==> src/rtl/iakf_pkg.sv <==
// Shared types, constants and helper functions of the IMU tilt estimator.
package iakf_pkg;

    // Field widths
    localparam int RAW_W   = 16;
    localparam int AVG_W   = 16;
    localparam int DPS_W   = 28;
    localparam int ANG_W   = 32;
    localparam int GAIN_W  = 17;
    localparam int LANES   = 3;

    // Configuration port
    localparam int CFG_ADDR_W = 2;
    localparam int CFG_DATA_W = 31;
    localparam logic [CFG_ADDR_W-1:0] CFG_PROCESS_NOISE     = 2'd0;
    localparam logic [CFG_ADDR_W-1:0] CFG_MEASUREMENT_NOISE = 2'd1;
    localparam logic [CFG_ADDR_W-1:0] CFG_SAMPLE_PERIOD     = 2'd2;
    localparam logic [24:0] PROCESS_NOISE_RST     = 25'd196608;
    localparam logic [30:0] MEASUREMENT_NOISE_RST = 31'd98304000;
    localparam logic [15:0] SAMPLE_PERIOD_RST     = 16'd131;

    // Arithmetic constants
    // dps = raw * 163840 / 41 = raw * 3996 + floor(4 * raw / 41)
    localparam logic [11:0]        GYRO_INT      = 12'd3996;
    localparam logic [20:0]        GYRO_FRAC_RCP = 21'd1636804;  // 4 * ceil(2^24 / 41)
    localparam int                 GYRO_FRAC_SH  = 24;
    localparam logic signed [11:0] MEAS_SCALE = 12'sd1440;   // 90 degrees, Q3.12 -> Q16.16
    localparam logic [GAIN_W-1:0]  GAIN_ONE   = 17'd65536;
    localparam logic [1:0]         LANE_LAST  = 2'd2;

    // Serial unit sizing
    localparam int DVD_W = 34;
    localparam int DVS_W = 63;
    localparam int CNT_W = 6;
    localparam logic [CNT_W-1:0] DIV_STEPS_GAIN = 6'd32;

    typedef enum logic [4:0] {
        ST_IDLE, ST_AVG_GO, ST_AVG_WAIT, ST_DPS_GO, ST_DPS_WAIT, ST_PRIOR,
        ST_SQ1, ST_SQ2, ST_PP_GO, ST_PP_WAIT, ST_A, ST_B, ST_S,
        ST_KDIV_GO, ST_KDIV_WAIT, ST_KSQ_GO, ST_KSQ_WAIT, ST_DIFF, ST_CORR,
        ST_EST, ST_T1, ST_T2, ST_SP_GO, ST_SP_WAIT, ST_OUT
    } t_state;

    typedef enum logic [4:0] {
        OP_NONE, OP_LOAD, OP_AVG_GO, OP_AVG_END, OP_DPS_GO, OP_DPS_END, OP_PRIOR,
        OP_SQ1, OP_SQ2, OP_PP_GO, OP_PP_END, OP_A, OP_B, OP_S, OP_KDIV_GO,
        OP_KSQ_GO, OP_K_END, OP_DIFF, OP_CORR, OP_EST, OP_T1, OP_T2,
        OP_SP_GO, OP_SP_END, OP_OUT
    } t_op;

    typedef struct packed {
        t_op        op;
        logic [1:0] lane;
    } t_cmd;

    typedef struct packed {
        logic div_done;
        logic sqrt_done;
        logic b_zero;
        logic out_free;
    } t_status;

    typedef struct packed {
        logic signed [RAW_W-1:0] accel_x;
        logic signed [RAW_W-1:0] accel_y;
        logic signed [RAW_W-1:0] accel_z;
        logic signed [RAW_W-1:0] rate_x;
        logic signed [RAW_W-1:0] rate_y;
        logic signed [RAW_W-1:0] rate_z;
    } t_sample;

    typedef struct packed {
        logic signed [AVG_W-1:0] avg_accel_x;
        logic signed [AVG_W-1:0] avg_accel_y;
        logic signed [AVG_W-1:0] avg_accel_z;
        logic signed [DPS_W-1:0] dps_x;
        logic signed [DPS_W-1:0] dps_y;
        logic signed [DPS_W-1:0] dps_z;
        logic signed [ANG_W-1:0] tilt_angle;
        logic [GAIN_W-1:0]       blend_gain;
    } t_result;

    // Clamp to the signed 32-bit range
    function automatic logic signed [31:0] sat32(input logic signed [35:0] v);
        if (v > 36'sd2147483647) return 32'sh7FFFFFFF;
        else if (v < -36'sd2147483648) return 32'sh80000000;
        else return v[31:0];
    endfunction

    // Clamp a root to 2^31-1
    function automatic logic [30:0] cap31(input logic [31:0] r);
        return r[31] ? 31'h7FFFFFFF : r[30:0];
    endfunction

endpackage

==> src/rtl/iakf_ctrl.sv <==
// Sequencer that steps the datapath through one filter update per beat.
module iakf_ctrl
    import iakf_pkg::*;
(
    input  logic    i_clk,
    input  logic    i_rst_n,
    input  logic    i_in_valid,
    input  t_status i_status,
    output logic    o_in_ready,
    output t_cmd    o_cmd
);
    t_state     r_state, n_state;
    logic [1:0] r_lane, n_lane;

    always_ff @(posedge i_clk) begin
        if (!i_rst_n) begin
            r_state <= ST_IDLE;
            r_lane  <= '0;
        end else begin
            r_state <= n_state;
            r_lane  <= n_lane;
        end
    end

    // Next state and datapath command
    always_comb begin
        n_state    = r_state;
        n_lane     = r_lane;
        o_in_ready = 1'b0;
        o_cmd.op   = OP_NONE;
        o_cmd.lane = r_lane;
        unique case (r_state)
            ST_IDLE: begin
                o_in_ready = 1'b1;
                if (i_in_valid) begin
                    o_cmd.op = OP_LOAD;
                    n_lane   = '0;
                    n_state  = ST_AVG_GO;
                end
            end
            ST_AVG_GO: begin
                o_cmd.op = OP_AVG_GO;
                n_state  = ST_AVG_WAIT;
            end
            ST_AVG_WAIT: begin
                // reciprocal product registered in ST_AVG_GO is ready here
                o_cmd.op = OP_AVG_END;
                if (r_lane == LANE_LAST) begin
                    n_lane  = '0;
                    n_state = ST_DPS_GO;
                end else begin
                    n_lane  = r_lane + 2'd1;
                    n_state = ST_AVG_GO;
                end
            end
            ST_DPS_GO: begin
                o_cmd.op = OP_DPS_GO;
                n_state  = ST_DPS_WAIT;
            end
            ST_DPS_WAIT: begin
                o_cmd.op = OP_DPS_END;
                if (r_lane == LANE_LAST) begin
                    n_lane  = '0;
                    n_state = ST_PRIOR;
                end else begin
                    n_lane  = r_lane + 2'd1;
                    n_state = ST_DPS_GO;
                end
            end
            ST_PRIOR: begin
                o_cmd.op = OP_PRIOR;
                n_state  = ST_SQ1;
            end
            ST_SQ1: begin
                o_cmd.op = OP_SQ1;
                n_state  = ST_SQ2;
            end
            ST_SQ2: begin
                o_cmd.op = OP_SQ2;
                n_state  = ST_PP_GO;
            end
            ST_PP_GO: begin
                o_cmd.op = OP_PP_GO;
                n_state  = ST_PP_WAIT;
            end
            ST_PP_WAIT: begin
                if (i_status.sqrt_done) begin
                    o_cmd.op = OP_PP_END;
                    n_state  = ST_A;
                end
            end
            ST_A: begin
                o_cmd.op = OP_A;
                n_state  = ST_B;
            end
            ST_B: begin
                o_cmd.op = OP_B;
                n_state  = ST_S;
            end
            ST_S: begin
                // zero measurement noise gives unity gain directly
                o_cmd.op = OP_S;
                n_state  = i_status.b_zero ? ST_DIFF : ST_KDIV_GO;
            end
            ST_KDIV_GO: begin
                o_cmd.op = OP_KDIV_GO;
                n_state  = ST_KDIV_WAIT;
            end
            ST_KDIV_WAIT: begin
                if (i_status.div_done) n_state = ST_KSQ_GO;
            end
            ST_KSQ_GO: begin
                o_cmd.op = OP_KSQ_GO;
                n_state  = ST_KSQ_WAIT;
            end
            ST_KSQ_WAIT: begin
                if (i_status.sqrt_done) begin
                    o_cmd.op = OP_K_END;
                    n_state  = ST_DIFF;
                end
            end
            ST_DIFF: begin
                o_cmd.op = OP_DIFF;
                n_state  = ST_CORR;
            end
            ST_CORR: begin
                o_cmd.op = OP_CORR;
                n_state  = ST_EST;
            end
            ST_EST: begin
                o_cmd.op = OP_EST;
                n_state  = ST_T1;
            end
            ST_T1: begin
                o_cmd.op = OP_T1;
                n_state  = ST_T2;
            end
            ST_T2: begin
                o_cmd.op = OP_T2;
                n_state  = ST_SP_GO;
            end
            ST_SP_GO: begin
                o_cmd.op = OP_SP_GO;
                n_state  = ST_SP_WAIT;
            end
            ST_SP_WAIT: begin
                if (i_status.sqrt_done) begin
                    o_cmd.op = OP_SP_END;
                    n_state  = ST_OUT;
                end
            end
            ST_OUT: begin
                if (i_status.out_free) begin
                    o_cmd.op = OP_OUT;
                    n_state  = ST_IDLE;
                end
            end
            default: n_state = ST_IDLE;
        endcase
    end
endmodule

==> config.mk <==
export PLATFORM = sky130hd
export DESIGN_NAME = iakf_ctrl
export DESIGN_NICKNAME = d
export VERILOG_FILES = /design/src/rtl/iakf_pkg.sv /design/src/rtl/iakf_ctrl.sv
export SDC_FILE = /design/constraint.sdc
export NUM_CORES = 1
export LEC_CHECK = 0
export BUFFER_PORTS_ARGS = -buffer_cell sky130_fd_sc_hd__buf_2
export CORE_AREA = 2 2 39 41
export CTS_BUF_LIST = sky130_fd_sc_hd__clkbuf_8
export CTS_CLUSTER_DIAMETER = 150
export DETAILED_ROUTE_END_ITERATION = 16
export DIE_AREA = 0 0 41 43
export PLACE_DENSITY = 0.84
export SYNTH_ARGS = -nofsm -noshare
export SYNTH_HDL_FRONTEND = slang
export SYNTH_SLANG_ARGS = --single-unit
==> constraint.sdc <==
create_clock -name i_clk -period 3.57 [get_ports i_clk]
set_input_delay 0.357 -clock i_clk [delete_from_list [all_inputs] [get_ports i_clk]]
set_output_delay 0.357 -clock i_clk [all_outputs]
set_load 0.05 [all_outputs]
# Word-level counts from Yosys, hierarchy flattened

Cells that the tools add are included.

Add/sub/neg operators: 1
Multiply operators: 0
Divide/modulo/power cells: 0
$lt $le $gt $ge: 0
Equal/unequal tests: 31
Shifts and indexed selects: 0
Mux-type cells: 20
Bitwise operators: 0
Reductions and logical operators: 5

Operators with widths:

| kind                | number |
|---|---|
| $pmux 5 s25         | 1 |
| $pmux 5 s24         | 1 |
| $mux 5              | 10 |
| $eq 5x5->1 const B  | 9 |
| $eq 5x4->1 const B  | 8 |
| $eq 5x3->1 const B  | 4 |
| $ne 2x2->1 const B  | 6 |
| $eq 5x2->1 const B  | 2 |
| $mux 2              | 3 |
| $reduce_and 6->1    | 1 |
| $eq 5x1->1 const B  | 1 |
| $logic_not 5->1     | 1 |
| $mux 4              | 1 |
| $pmux 2 s2          | 1 |
| $mux 3              | 1 |
| $add 2x1->2 const B | 1 |
| $eq 2x2->1 const B  | 1 |
| $mux 1              | 2 |
| $reduce_and 2->1    | 1 |
| $reduce_bool 2->1   | 1 |
| $reduce_or 2->1     | 1 |

Register bits: 7
Latch bits: 0
Bits in writable memories: 0
ROM bits: 0
Output and inout bits: 8
Word-level logic and storage cells: 59
Memories: 0

# Logic depth before layout (Yosys ltp)

Gate-level depths: netlist of the first run.

Word-level depth: 4
Depth in mapped cells: 7

# Worst setup path before layout of the first run

OpenSTA, ideal clock, no wires.

Path kind: register to output
From: reg r_state[3]
To: out o_cmd[5] in the netlist's numbering
Data arrival time: 2.575 ns
Data required time: 3.213 ns
Slack: 0.638 ns
Cell stages (with the launch flop): 6
Buffers on the path: 3
Cells stage by stage: dfxtp_1 -> buf_4 -> clkbuf_1 -> buf_2 -> nor2_1 -> o41ai_1

RTL lines:

| item                   | line            | source |
|---|---|---|
| start, declared        | iakf_ctrl.sv:12 | `t_state r_state, n_state;` |
| start signal, assigned | iakf_ctrl.sv:20 | `r_state <= n_state;` |
| end, declared          | iakf_ctrl.sv:10 | `output t_cmd o_cmd` |

==> flow_metrics.env, run 1 <==
export IMPL_crit_path_start="r_state[3]"
export IMPL_grt_max_degree=27
export IMPL_clkTransAtPathRegs_ns=0.04
export IMPL_ff2ff_path_depth=4
export IMPL_setup_viol=0
export IMPL_rows=14
export IMPL_syn_num_nets=116
export IMPL_required_ns=3.21
export IMPL_fillers=130
export IMPL_synth_cells=109
export IMPL_layout_drive_gt1_share_pct=19.13
export IMPL_synth_area_sq_um=784.5
export IMPL_post_cts_setup_buffers=0
export IMPL_min_period_ns=2.483
export IMPL_cp_arrival_ns=2.13
export IMPL_maxSlewHeadroom_pct=48.62
export IMPL_crit_buf_inv=1
export IMPL_rrSetupSlack_ns=1.43
export IMPL_cts_num_sinks=7
export IMPL_final_cell_area_sq_um=865.8
export IMPL_criticalPathCategory="register to output port"
export IMPL_io_pins=15
export IMPL_crit_cells=5
export IMPL_leakage_nw=0.3456
export IMPL_wirelength_mm=1.993
export IMPL_drt_initial_drc_count=28
export IMPL_status="finished, final reports clean"
export IMPL_grt_pass1_wl_mm=3.263
export IMPL_cp_start_kind="register"
export IMPL_synth_edf_count=0
export IMPL_hold_viol_final=0
export IMPL_cp_end_kind="output port"
export IMPL_final_cell_count_no_fill=131
export IMPL_r2r_start="r_state[3]"
export IMPL_initial_core_util_pct=56.69
export IMPL_regArea_sq_um=140.1
export IMPL_gr_total_overflow=0
export IMPL_hold_buffers=0
export IMPL_clock_path_buffers=2
export IMPL_worst_r2r_endpoint="r_state[3]"
export IMPL_min_from="i_rst_n"
export IMPL_fmax_mhz=402.7
export IMPL_place_inst=127
export IMPL_synth_seq_cells=7
export IMPL_crit_end="o_cmd[2]"
export IMPL_dp_hpwl_mm=1.359
export IMPL_path_cells="nand2_1 > or3_1 > nand3_1 > o22ai_1 > buf_2"
export IMPL_slowest_delay_ns=0.81
export IMPL_wire_per_inst_um=15.21
export IMPL_diodes=0
export IMPL_tns_ns=0
export IMPL_yosys_warnings=0
export IMPL_critical_path_top_delay_family="flip-flops"
export IMPL_multi_input_area_sq_um=574.3
export IMPL_core_area_sq_um=1384
export IMPL_grt_pass1_vias=747
export IMPL_synthFlopType="dfxtp_1"
export IMPL_drc=0
export IMPL_slowest_stage="dfxtp_1"
export IMPL_port_buffers=14
export IMPL_dieArea_sq_um=1763
export IMPL_hold_class="input port to register"
export IMPL_fp_dieW_um=41
export IMPL_syn_to_final_growth_pct=10.37
export IMPL_grt_use_total_pct=26.31
export IMPL_cts_root_buf="clkbuf_8"
export IMPL_num_vias=852
export IMPL_slew_viol_final=0
export IMPL_rsz0062_at_grt="no"
export IMPL_worst_pin_slew_ns=0.7697
export IMPL_ant_nets=0
export IMPL_worst_clock_skew_ns=0.002663
export IMPL_drv_cap=0
export IMPL_cts_made_buffers=3
export IMPL_die_y_um=43
export IMPL_h_tree_depth=1
export IMPL_drtPass1Iterations=4
export IMPL_syn_area_per_cell_sq_um=7.197
export IMPL_place_area_sq_um=819.5
export IMPL_fin_nets=123
export IMPL_viasPerCell=6.504
export IMPL_synthArstFlopShare_pct=0
export IMPL_power_mw=0.6827
export IMPL_cts_tree="done"
export IMPL_cts_resized=0
export IMPL_grt_antenna_before_repair=0
export IMPL_ys_seq_area_share_pct=17.86
export IMPL_clkLatencyLatePin_ns=0.24
export IMPL_place_gp_congestion=0.8552
export IMPL_ir_drop_v=0.0005784
export IMPL_min_period_over_period_pct=69.56
export IMPL_ys_types=46
export IMPL_power_density_nw_per_um2=788.5
export IMPL_critPathMaxFanout=26
==> worst min-delay path by stage <==
| stage | end | slack, ns | cells after the start |
|---|---|---|---|
| after global placement | r_lane[1] | 0.56 | 2 |
| after floorplan | r_state[0] | 0.47 | 1 |
| after global routing | r_state[0] | 0.42 | 2 |
| after CTS | r_state[0] | 0.41 | 2 |
| after detailed placement | r_lane[1] | 0.58 | 2 |
| final | r_state[0] | 0.41 | 2 |
==> power by group <==
group | total, mW | switching, mW | leakage (nW) | internal (mW)
logic | 0.392 | 0.247 | 0.263 | 0.146
clock network | 0.116 | 0.0399 | 0.0255 | 0.0760
registers | 0.175 | 0.0790 | 0.0571 | 0.0957
total | 0.683 | 0.366 | 0.346 | 0.317
==> state kept, by name, summed over array words and instances (netlist names) <==
register  flops
r_state       5
r_lane        2
==> placed cells by master, fill, tap and decap left out, types with 2 or more instances in the layout <==
master / n
buf_2: 14
nand2_1: 11
o21ai_0: 8
nor2b_1: 7
dfxtp_1: 7
nor2_1: 6
or3_1: 4
inv_1: 4
a21oi_1: 4
nor3_1: 3
nand2b_1: 3
o22ai_1: 3
clkbuf_8: 3
a21boi_0: 2
o41ai_1: 2
mux2i_1: 2
o311a_1: 2
o2bb2ai_1: 2
o31ai_1: 2
==> cell families after synthesis <==
group                     count (synthesis)  synth area share [%]
AOI/OAI and AO/OA                        40                 40.19
xor gates and xnor gates                  1                 1.117
buffers and inverters                    16                 8.931
DFF                                       7                 17.86
muxes                                     2                 2.552
and+or+nand+nor                          43                 29.35
==> area by class of cell <==
cell class / count / area share, %
multi-input combinational: 86 / 66.33
sequential: 7 / 16.18
timing repair buffer: 14 / 8.092
clock buffer: 3 / 4.769
tap: 16 / 2.312
inverter: 4 / 1.734
clock inverter: 1 / 0.5780
==> per-layer routing <==
layer / share of wire, % / GRT usage [%] / wire, um
met4: 1.2 / 10.67 / 24
met1: 44 / 36.81 / 875
met5: 0 / 0 / 0
met2: 50 / 38.44 / 992
met3: 5.1 / 4.712 / 101
==> metrics by stage <==
step           worst slack [ns]  util (%)  hold WS, ns
3_3_place_gp              1.477     59.22       0.5594
4_1_cts                   1.114     62.57       0.4073
3_5_place_dp              1.369     59.22       0.5814
5_1_grt                  0.9613     62.57       0.4210
2_1_floorplan            0.6378         -       0.4745
6_report                  1.087     62.57       0.4055
==> synth_stat cells, drive strengths merged, types with 2 or more instances <==
| cell | count | area, sq um |
|---|---|---|
| a211oi | 2 | 20.02 |
| a21boi | 2 | 15.01 |
| a21oi | 5 | 28.78 |
| buf | 7 | 36.28 |
| clkbuf | 5 | 18.77 |
| dfxtp | 7 | 140.1 |
| inv | 4 | 15.01 |
| mux2i | 2 | 20.02 |
| nand2 | 11 | 41.29 |
| nand2b | 3 | 18.77 |
| nor2 | 6 | 22.52 |
| nor2b | 7 | 43.79 |
| nor3 | 3 | 15.01 |
| o21ai | 8 | 40.04 |
| o22ai | 3 | 18.77 |
| o2bb2ai | 2 | 17.52 |
| o311a | 2 | 20.02 |
| o31ai | 2 | 15.01 |
| o41ai | 2 | 17.52 |
| or3 | 4 | 25.02 |
(Power assumes the default switching activity.)
==> inputs of run 2 (changes only) <==
--- a/config.mk
+++ b/config.mk
@@ -6,12 +6,11 @@
 export NUM_CORES = 1
 export LEC_CHECK = 0
 export BUFFER_PORTS_ARGS = -buffer_cell sky130_fd_sc_hd__buf_2
-export CORE_AREA = 2 2 39 41
+export CORE_UTILIZATION = 56
 export CTS_BUF_LIST = sky130_fd_sc_hd__clkbuf_8
 export CTS_CLUSTER_DIAMETER = 150
 export DETAILED_ROUTE_END_ITERATION = 16
-export DIE_AREA = 0 0 41 43
-export PLACE_DENSITY = 0.84
+export PLACE_DENSITY = 0.81
 export SYNTH_ARGS = -nofsm -noshare
 export SYNTH_HDL_FRONTEND = slang
 export SYNTH_SLANG_ARGS = --single-unit
==> constraint.sdc (replaced) <==
create_clock -name i_clk -period 2.6 [get_ports i_clk]
set_input_delay 0.26 -clock i_clk [delete_from_list [all_inputs] [get_ports i_clk]]
set_output_delay 0.26 -clock i_clk [all_outputs]
set_load 0.05 [all_outputs]
==> run 2 against run 1 <==
  * Flip-flop and latch count did not move
  * Combinational power rose by 60%
  * Power is 41% higher
  * Largest cell class unchanged
  * Design area increased by 4.0%
  * Core utilization up 6.7 points
  * First-iteration DRC count decreased by 50%
==> flow_metrics.env, run 2 (same netlist as run 1, synthesis figures left out) <==
export IMPL_clkLatencyLatePin_ns=0.23
export IMPL_grt_max_degree=22
export IMPL_worst_clock_skew_ns=0.01003
export IMPL_hold_viol_final=0
export IMPL_ant_nets=0
export IMPL_fp_dieW_um=39.43
export IMPL_final_cell_mix="buf_2, nand2_1, o21ai_0"
export IMPL_cts_num_sinks=7
export IMPL_grt_use_total_pct=30.15
export IMPL_h_tree_depth=1
export IMPL_cts_root_buf="clkbuf_8"
export IMPL_drt_initial_drc_count=14
export IMPL_ir_drop_v=0.0005980
export IMPL_drv_cap=0
export IMPL_r2r_start="r_state[4]"
export IMPL_post_cts_setup_buffers=0
export IMPL_cts_made_buffers=3
export IMPL_slew_viol_final=0
export IMPL_initial_core_util_pct=60.29
export IMPL_reg_top3="r_state (5), r_lane (2)"
export IMPL_min_period_over_period_pct=82.05
export IMPL_hold_class="input port to register"
export IMPL_dp_hpwl_mm=1.411
export IMPL_io_pins=15
export IMPL_gr_total_overflow=0
export IMPL_port_buffers=14
export IMPL_cts_resized=0
export IMPL_ff2ff_path_depth=4
export IMPL_clkTransAtPathRegs_ns=0.04
export IMPL_rrSetupSlack_ns=0.66
export IMPL_rows=13
export IMPL_diodes=0
export IMPL_grt_pass1_vias=725
export IMPL_fin_nets=127
export IMPL_required_ns=2.34
export IMPL_core_area_sq_um=1301
export IMPL_hold_buffers=0
export IMPL_critPathMaxFanout=21
export IMPL_power_density_nw_per_um2=1070
export IMPL_viasPerCell=6.597
export IMPL_cp_end_kind="output port"
export IMPL_drtPass1Iterations=4
export IMPL_hold_depth=2
export IMPL_cp_arrival_ns=1.87
export IMPL_drc=0
export IMPL_grt_pass1_wl_mm=3.208
export IMPL_worst_r2r_endpoint="r_state[3]"
export IMPL_status="finished, final reports clean"
export IMPL_num_vias=884
export IMPL_syn_to_final_growth_pct=14.83
export IMPL_place_area_sq_um=855.8
export IMPL_min_period_ns=2.133
export IMPL_grt_antenna_before_repair=0
export IMPL_final_cell_area_sq_um=900.9
export IMPL_dieArea_sq_um=1555
export IMPL_cp_start_kind="register"
export IMPL_criticalPathCategory="register to output port"
export IMPL_worst_pin_slew_ns=0.6496
export IMPL_layout_drive_gt1_share_pct=21.85
export IMPL_rsz0062_at_grt="no"
export IMPL_fmax_mhz=468.8
export IMPL_tns_ns=0
export IMPL_wire_per_inst_um=14.93
export IMPL_min_from="i_rst_n"
export IMPL_wirelength_mm=2.001
export IMPL_regMostFlops="r_state"
export IMPL_cts_tree="done"
export IMPL_largest_reg_flops=5
export IMPL_leakage_nw=0.3735
export IMPL_die_y_um=39.43
export IMPL_maxSlewHeadroom_pct=56.63
export IMPL_layout_commonest_cell="buf_2"
export IMPL_clock_path_buffers=2
export IMPL_setup_viol=0
export IMPL_hold_end="r_state[0]"
export IMPL_place_gp_congestion=0.8373
run 2: worst max-delay path by stage:
| stage | startpoint | to | slack, ns | cells past startpoint |
|---|---|---|---|---|
| floorplan | r_state[3] | o_cmd[5] | 0.42 | 5 |
| global placement | r_state[4] | r_state[3] | 0.73 | 4 |
| detailed placement | r_state[4] | r_state[3] | 0.69 | 4 |
| CTS | r_state[4] | o_cmd[3] | 0.50 | 5 |
| global route | r_state[4] | o_cmd[3] | 0.33 | 5 |
| finish | r_state[4] | o_cmd[3] | 0.47 | 5 |
run 2: power by group:
group          switching [mW]  internal, mW  leakage [nW]  total, mW
clock network          0.0492         0.102        0.0269      0.151
logic                   0.402         0.223         0.290      0.626
registers              0.0548         0.132        0.0571      0.186
run 2: metal layers:
metal	track usage [%]	part of all wire, %	vias to the layer above
li1	-	-	428
met1	40.96	45	417
met2	47.54	48	35
met3	6.250	5.9	4
met4	7.759	0.75	0
met5	0	0	-
run 2: per-stage QoR:
step                      utilization, %  hold WS, ns  setup WS, ns  cells  total power, mW
final                              69.23       0.3316        0.4667    134           0.9635
after global routing               69.23       0.3408        0.3257    134            1.027
after CTS                          69.23       0.3333        0.4981    134           0.9573
after detailed placement           65.77       0.5657        0.6862    130           0.8048
after global placement             65.77       0.5487        0.7276    130           0.7942
after floorplan                        -       0.3775        0.4205    109           0.6908
run 2: final cells by class:
type / instances / area (sq um)
multi-input cells: 86 / 581.8
well taps: 15 / 18.77
flip-flops and latches: 7 / 140.1
clock buffers: 3 / 41.29
inverters: 4 / 15.01
repair buffers: 18 / 100.1
clock inverters: 1 / 3.754
fillers: 107 / 400.4
run 2: critical path, cell delays in order (launching register included):
cell and delay [ns]:
dfxtp_1 0.73, nor2b_1 0.31, o21ai_0 0.13, a21oi_1 0.13, a31o_2 0.11, buf_2 0.25
==> inputs of run 3 (changes only) <==
--- a/config.mk
+++ b/config.mk
@@ -5,12 +5,13 @@
 export SDC_FILE = /design/constraint.sdc
 export NUM_CORES = 1
 export LEC_CHECK = 0
+export ABC_AREA = 1
 export BUFFER_PORTS_ARGS = -buffer_cell sky130_fd_sc_hd__buf_2
-export CORE_UTILIZATION = 56
+export CORE_UTILIZATION = 58
 export CTS_BUF_LIST = sky130_fd_sc_hd__clkbuf_8
 export CTS_CLUSTER_DIAMETER = 150
 export DETAILED_ROUTE_END_ITERATION = 16
-export PLACE_DENSITY = 0.81
+export PLACE_DENSITY = 0.82
 export SYNTH_ARGS = -nofsm -noshare
 export SYNTH_HDL_FRONTEND = slang
 export SYNTH_SLANG_ARGS = --single-unit
==> constraint.sdc (replaced) <==
create_clock -name i_clk -period 2.15 [get_ports i_clk]
set_input_delay 0.215 -clock i_clk [delete_from_list [all_inputs] [get_ports i_clk]]
set_output_delay 0.215 -clock i_clk [all_outputs]
set_load 0.05 [all_outputs]
==> run 3 against run 2 <==
  * The flow now finishes with violations (DRC)
  * Critical path depth up 4
  * Global-route usage up 0.62 points
  * Final cell count up 41%
  * Power down 45%
  * Synthesized cell count up 45%
  * Design area up 15%
  * Non-clock buffer count down 3
  * Sequential share of layout area down 1.8 points
  * Die area up 13%
==> flow_metrics.env, run 3 <==
export IMPL_status="complete, but fails checks"
export IMPL_violations="DRC"
export IMPL_synth_area_sq_um=920.9
export IMPL_maxSlewHeadroom_pct=71.67
export IMPL_p_int_mw=0.3134
export IMPL_synth_top_cell_area_share_pct=16.71
export IMPL_fmax_mhz=493.5
export IMPL_path_cells="nand2_1 > inv_2 > nand2_1 > inv_1 > nand2_1 > nand2_1 > a21oi_1 > o2111ai_1 > buf_2"
export IMPL_fp_dieW_um=41.85
export IMPL_swShare_pct=40.64
export IMPL_slew_viol_final=0
export IMPL_synthTopCellsByArea="nand2_1, dfxtp_1, nand3_1, inv_1, nand4_1"
export IMPL_cts_made_buffers=3
export IMPL_syn_area_per_cell_sq_um=5.828
export IMPL_slowest_stage="dfxtp_1"
export IMPL_setup_viol=0
export IMPL_grt_pass1_wl_mm=4.215
export IMPL_rrSetupSlack_ns=0.56
export IMPL_timing_final_ws_setup_ns=0.1236
export IMPL_ys_seq_area_share_pct=15.22
export IMPL_drtPass1Iterations=10
export IMPL_p_seq_share_pct=29.1
export IMPL_rsz0062_at_grt="no"
export IMPL_yosys_warnings=0
export IMPL_dieArea_sq_um=1751
export IMPL_r2r_start="r_state[1]"
export IMPL_wire_per_inst_um=13.67
export IMPL_yosys_area_top_type="nand2_1"
export IMPL_layout_drive_gt1_share_pct=27.17
export IMPL_drt_initial_drc_count=70
export IMPL_synth_cells=158
export IMPL_synthFlopType="dfxtp_1"
export IMPL_netSwitchingPower_mw=0.2146
export IMPL_synth_seq_cells=7
export IMPL_cts_root_buf="clkbuf_8"
export IMPL_final_cell_mix="nand2_1, inv_1, nor2_1"
export IMPL_gr_total_overflow=0
export IMPL_ir_drop_v=0.0006672
export IMPL_min_period_over_period_pct=94.25
export IMPL_num_vias=1152
export IMPL_drc=1
export IMPL_largest_reg_flops=5
export IMPL_die_y_um=41.85
export IMPL_synth_edf_count=0
export IMPL_grt_antenna_before_repair=0
export IMPL_core_area_sq_um=1489
export IMPL_min_from="i_rst_n"
export IMPL_worst_pin_slew_ns=0.4243
export IMPL_clkTransAtPathRegs_ns=0.04
export IMPL_reg_top3="r_state (5), r_lane (2)"
export IMPL_cp_arrival_ns=1.81
export IMPL_hold_class="input port to register"
export IMPL_place_area_sq_um=989.7
export IMPL_dpl_worst_slack_ns=0.3342
export IMPL_combPwrFrac_pct=37.3
export IMPL_io_pins=15
export IMPL_diodes=0
export IMPL_wirelength_mm=2.584
export IMPL_initial_core_util_pct=61.85
export IMPL_pwr_share_clk_pct=33.6
export IMPL_ant_nets=0
export IMPL_hold_buffers=0
export IMPL_required_ns=1.93
export IMPL_worst_r2r_endpoint="r_state[0]"
export IMPL_clock_path_buffers=2
export IMPL_syn_to_final_growth_pct=12.64
export IMPL_viasPerCell=6.095
export IMPL_grt_use_total_pct=30.78
export IMPL_power_density_nw_per_um2=509.1
export IMPL_drv_cap=0
export IMPL_ff2ff_path_depth=8
export IMPL_regMostFlops="r_state"
export IMPL_port_buffers=14
export IMPL_synth_common_cells="nand2_1, inv_1, nor2_1"
export IMPL_h_tree_depth=1
export IMPL_cts_num_sinks=7
export IMPL_critPathMaxFanout=8
export IMPL_grt_pass1_vias=987
export IMPL_fin_nets=181
export IMPL_cts_tree="done"
export IMPL_place_gp_congestion=0.9719
export IMPL_fillers=145
export IMPL_synthArstFlopShare_pct=0
export IMPL_min_period_ns=2.026
export IMPL_layout_commonest_cell="nand2_1"
export IMPL_dp_hpwl_mm=2.058
export IMPL_rows=14
export IMPL_synth_most_common_cell="nand2_1"
export IMPL_ys_types=30
export IMPL_leakage_nw=0.5481
export IMPL_slowest_delay_ns=0.57
export IMPL_cp_start_kind="register"
export IMPL_grt_max_degree=11
export IMPL_clkLatencyLatePin_ns=0.23
export IMPL_hold_end="r_state[4]"
export IMPL_criticalPathCategory="register to output port"
export IMPL_worst_clock_skew_ns=0.001963
export IMPL_hold_depth=3
export IMPL_hold_viol_final=0
export IMPL_tns_ns=0
export IMPL_final_cell_area_sq_um=1037
export IMPL_cp_end_kind="output port"
export IMPL_cpMostUsedCell="nand2_1"
export IMPL_syn_num_nets=165
## run 3: cell families (layout without fill, tap and decap cells)
group	count (synthesis)	count (layout)	synth area share, %
compound gates	22	22	14.54
buf+inv	28	43	13.04
flops	7	7	15.22
simple gates	101	101	57.20
## run 3: stage by stage
stage / hold WS [ns] / instances / util (%) / total power [mW]
after floorplan: 0.3381 / 158 / - / 0.3052
final: 0.2502 / 189 / 69.66 / 0.5280
after CTS: 0.2448 / 189 / 69.50 / 0.5305
after global routing: 0.2478 / 189 / 69.66 / 0.5573
after detailed placement: 0.4733 / 185 / 66.47 / 0.3493
after global placement: 0.4619 / 185 / 66.47 / 0.3484
## run 3: area by class of cell
cell class / count / area [sq um] / area share [%]
well taps: 16 / 20.02 / 1.930
clock buffers: 3 / 41.29 / 3.981
clock inverters: 1 / 3.754 / 0.3619
repair buffers: 15 / 77.57 / 7.479
multi-input cells: 123 / 660.6 / 63.69
inverters: 24 / 91.34 / 8.806
flip-flops and latches: 7 / 142.6 / 13.75
## run 3: layer usage
layer  routed length [um]  track usage (%)  share of wire (%)
met5                    0                0                  0
met4                   14            7.097               0.54
met3                  280            5.217                 11
met2                 1188            45.94                 46
met1                 1101            45.84                 43
## run 3: power groups by stage
stage,combinational [mW],clock [mW],sequential [mW]
4_1_cts,0.195,0.182,0.153
3_3_place_gp,0.194,0,0.155
3_5_place_dp,0.194,0,0.155
5_1_grt,0.211,0.192,0.154
6_report,0.197,0.178,0.153
2_1_floorplan,0.154,0,0.152
## run 3: what timing repair did
item	CTS	global route
setup endpoints to repair	0	3
setup buffers	0	0
resized for setup	0	2
## run 3: worst max-delay path by stage
stage / from / to / slack, ns / cells past startpoint
global route: r_state[1] / o_cmd[2] / 0.03 / 7
floorplan: r_state[2] / o_cmd[2] / 0.03 / 6
CTS: r_state[2] / o_cmd[2] / 0.10 / 7
finish: r_state[1] / o_cmd[5] / 0.12 / 9
detailed placement: r_state[2] / o_cmd[2] / 0.33 / 7
global placement: r_state[2] / o_cmd[2] / 0.34 / 7
## run 3: worst max-delay path, delay by kind of cell, from the launching register on
family	cells	cell delay, ns
DFF	1	0.57
and+or+nand+nor	4	0.38
AOI/OAI and AO/OA	2	0.15
buffers and inverters	3	0.48
